===== src/hw/rtl/acf_pkg.sv =====
// Shared constants and control word type for the frustum culling pipeline.
package acf_pkg;

    localparam int FRAC_BITS = 8;
    localparam int TAG_W     = 32;
    localparam int ROW_W     = 64;
    localparam int BOX_W     = 48;
    localparam int CFG_IDX_W = 3;

    localparam logic [CFG_IDX_W-1:0] CFG_ENABLE = 3'd0;
    localparam logic [CFG_IDX_W-1:0] CFG_VP_X   = 3'd1;
    localparam logic [CFG_IDX_W-1:0] CFG_VP_Y   = 3'd2;
    localparam logic [CFG_IDX_W-1:0] CFG_VP_Z   = 3'd3;
    localparam logic [CFG_IDX_W-1:0] CFG_VP_W   = 3'd4;

    typedef struct packed {
        logic             vld;
        logic             cull;
        logic             vis;
        logic [TAG_W-1:0] tag;
    } t_ctl;

endpackage


===== src/hw/rtl/acf_plane_cell.sv =====
// Plane cell: adds one axis term of one plane; axis 0 closes the previous plane.
module acf_plane_cell #(
    parameter int W    = 16,
    parameter int AXIS = 0,
    parameter bit CHK  = 1'b0
) (
    input  logic                  i_clk,
    input  logic                  i_rst_n,
    input  logic                  i_en,
    input  acf_pkg::t_ctl         i_ctl,
    input  logic signed [2*W+2:0] i_wc [3],
    input  logic signed [2*W+2:0] i_we [3],
    input  logic signed [3*W+6:0] i_acc,
    input  logic                  i_prev_nz,
    input  logic signed [W:0]     i_n,
    input  logic signed [3*W+6:0] i_base,
    output acf_pkg::t_ctl         o_ctl,
    output logic signed [2*W+2:0] o_wc [3],
    output logic signed [2*W+2:0] o_we [3],
    output logic signed [3*W+6:0] o_acc
);

    localparam int WC = 2*W+3;
    localparam int AW = 3*W+7;

    acf_pkg::t_ctl        r_ctl;
    acf_pkg::t_ctl        n_ctl;
    logic signed [WC-1:0] r_wc [3];
    logic signed [WC-1:0] r_we [3];
    logic signed [AW-1:0] r_acc;
    logic signed [AW-1:0] n_acc;
    logic signed [AW-1:0] base;
    logic signed [W+1:0]  nabs;

    always_comb begin
        n_ctl = i_ctl;
        if (AXIS == 0) begin
            base = i_base;
            if (CHK && i_ctl.cull && !i_prev_nz && i_acc[AW-1]) begin
                n_ctl.vis = 1'b0;
            end
        end else begin
            base = i_acc;
        end
        // one extra bit so the most negative normal entry has a magnitude
        nabs  = i_n[W] ? -(W+2)'(i_n) : (W+2)'(i_n);
        n_acc = base + AW'(i_wc[AXIS] * i_n) + AW'(i_we[AXIS] * nabs);
    end

    always_ff @(posedge i_clk) begin
        if (!i_rst_n) begin
            r_ctl <= '0;
        end else if (i_en) begin
            r_ctl <= n_ctl;
        end
        if (i_en) begin
            r_wc  <= i_wc;
            r_we  <= i_we;
            r_acc <= n_acc;
        end
    end

    assign o_ctl = r_ctl;
    assign o_wc  = r_wc;
    assign o_we  = r_we;
    assign o_acc = r_acc;

endmodule


===== config.mk =====
export PLATFORM = sky130hd
export DESIGN_NAME = acf_plane_cell
export DESIGN_NICKNAME = d
export VERILOG_FILES = /design/src/hw/rtl/acf_pkg.sv /design/src/hw/rtl/acf_plane_cell.sv
export SDC_FILE = /design/constraint.sdc
export NUM_CORES = 2
export LEC_CHECK = 0
export BUFFER_PORTS_ARGS = -buffer_cell sky130_fd_sc_hd__buf_2
export CORE_MARGIN = 2
export CORE_UTILIZATION = 62
export DETAILED_ROUTE_END_ITERATION = 7
export GPL_ROUTABILITY_DRIVEN = 0
export PLACE_DENSITY_LB_ADDON = 0.05
export SYNTH_ARGS = -nofsm -noshare
export SYNTH_HDL_FRONTEND = slang
export SYNTH_SLANG_ARGS = --single-unit

===== constraint.sdc =====
create_clock -name i_clk -period 14.1 [get_ports i_clk]
set_clock_uncertainty 0.1 [all_clocks]
set_input_delay 1.41 -clock i_clk [delete_from_list [all_inputs] [get_ports i_clk]]
set_output_delay 1.41 -clock i_clk [all_outputs]
set_load 0.02 [all_outputs]

==> qor.yml <==
drt:
  via_count: 37260
  wl_mm: 153.7
  firstDrtPassIters: 5
  ant_nets: 0
  drt_iter0_markers: 3070
  route.detailed.drc: 0
  via_per_inst: 5.380
  post_drt_wl_per_cell_um: 22.19
synthesis:
  synth_seq_cells: 300
  syn-cell-area_mm2: 0.05435
  async_reset_ff_share_pct: 0
  synth_cell_type_count: 62
  synthFlopType: "edfxtp_1"
  yosys_warnings: 0
  ys_seq_area_share_pct: 15.93
  yosysMostFrequentCell: "inv_1"
  synthTopCellsByArea: "fa_1 51%, edfxtp_1 15%, inv_1 9.9%"
  netlist_instances: 5214
  synth_largest_area_cell: "fa_1"
  yosys-top-cells-count: "1440 x inv_1, 1384 x fa_1, 643 x nand2_1, 351 x and2_1, 265 x edfxtp_1"
  synth_edf_count: 265
  syn_avg_cell_area_um2: 10.42
  synth_top_area_share_pct: 50.97
floorplan:
  die_y_um: 300.1
  fp.dieW_um: 300.1
  dieArea_mm2: 0.09005
  num_rows: 108
  core_mm2: 0.08689
  start_util_pct: 62.56
  boundaryPins: 676
worst_setup_path:
  critPathBufInv: 8
  r2r_setup_slack_ns: 13.34
  critPathTopFamily: "adder cells"
  slowest_delay_ns: 0.92
  end_kind: "register"
  required_ns: 14.43
  critPathLaunchType: "input pin"
  criticalPathCategory: "in2reg"
  critPathMostFrequentCell: "fa_1"
  cp_slowest_cell: "nor4_4"
  path_max_fanout: 16
  crit_arrival_ns: 11.90
sta:
  holdWs_ns: 0.4185
  rsz0062_at_grt: "false"
  slew_violations: 0
  fin_ws_ns: 2.524
  maxSlewHeadroom_pct: 24.83
  hold_viol: 0
  finalSetupViolCount: 0
  worst_slew_pin_slew_ns: 1.119
  tns_ns: 0
  period_needed_ns: 11.58
  fmax_mhz: 86.39
  period_share_pct: 82.10
placement:
  hpwl_mm: 129.0
  io_buffers: 619
  pre_cts_slack_ns: 2.114
clock_network:
  htree_levels: 2
  clockBufferDepth: 3
  path_clk_slew_ns: 0.06
  cts_buffers: 36
  cts_tree: "done"
  hold_buffers: 0
  postCtsSetupRepairBufs: 0
  ctsResizeCount: 0
  cts.sinks: 300
  root_buffer: "clkbuf_16"
  insertion_delay_ns: 0.61
status:
  status: "finished clean"
finish:
  nets: 7699
  fin_util_pct: 69.00
  drive_gt1_share_pct: 13.11
  fillers: 6871
  area_growth_pct: 10.30
global_route:
  grt_max_degree: 78
  grt_use_total_pct: 35.84
  grt_overflow: 0
  antenna_found_initial: 20
  first_global_vias: 39278
  grt_pass1_wl_mm: 238.8
worst_hold_path:
  hp-class: "reg2reg"
flow_run:
  drv_cap: 0
==> layout by cell type, fill, tap and decap left out, types with 35 or more instances in the layout <==
master     instances
fa_1            1384
buf_4             47
dfxtp_1           35
xnor2_1           53
conb_1            36
and2_1           351
nand2_1          643
nor2_1            41
clkbuf_16         36
inv_1           1440
buf_2            618
mux2i_1           36
ha_1             206
a21oi_1           53
nand2b_1          58
nor2b_1          234
edfxtp_1         265
==> flip-flops by register name, indices dropped and copies added, names as in the netlist <==
register	cells
o_wc	105
o_we	105
o_acc	55
o_ctl	35
==> cell type report <==
type / instances / area, um2 / area share (%)
antenna: 12 / 30.03 / 0.05009
clock buffer: 42 / 943.4 / 1.574
clock inverter: 22 / 290.3 / 0.4842
inverter: 1440 / 5405 / 9.015
multi-input combinational: 3289 / 39720 / 66.25
sequential: 300 / 8658 / 14.44
tap: 1155 / 1445 / 2.410
timing repair buffer: 666 / 3461 / 5.772
==> routing by layer <==
metal | GRT usage, % | vias up | share of wire [%]
li1 | - | 15869 | -
met5 | 0 | - | 0.021
met3 | 10.11 | 212 | 12
met4 | 11.12 | 6 | 3.5
met1 | 54.14 | 19229 | 42
met2 | 50.84 | 1944 | 43
==> final timing paths <==
kind | from | endpoint | cells past startpoint
hold reg to reg | o_ctl[2] | o_ctl[2] | 2
setup / recovery | i_n[4] | o_acc[53] | 31
hold / removal | o_ctl[2] | o_ctl[2] | 2
setup reg to reg | o_ctl[16] | o_ctl[16] | 2
==> per-stage QoR <==
stage          area [um2]  std cells
2_1_floorplan       54480       5248
3_3_place_gp        58690       6850
3_5_place_dp        58690       6850
4_1_cts             59930       6914
5_1_grt             59940       6921
6_report            59960       6926
==> cell families after synthesis <==
group           share of synthesized area (%)
buf+inv                                 11.48
fa+ha+maj                               55.72
simple gates                            12.67
flops                                   15.93
compound gates                          2.187
xor+xnor                                1.337
mux                                    0.6630
other cells                           0.01382
==> worst reg2reg max path, delay by kind of cell (launching register included) <==
| kind | cells | cell delay, ns |
|---|---|---|
| DFF | 1 | 0.38 |
| and+or+nand+nor | 1 | 0.14 |
| muxes | 1 | 0.08 |
Power is not shown: default switching activity piles up to over one toggle a cycle in this logic, so the estimate is an artifact.
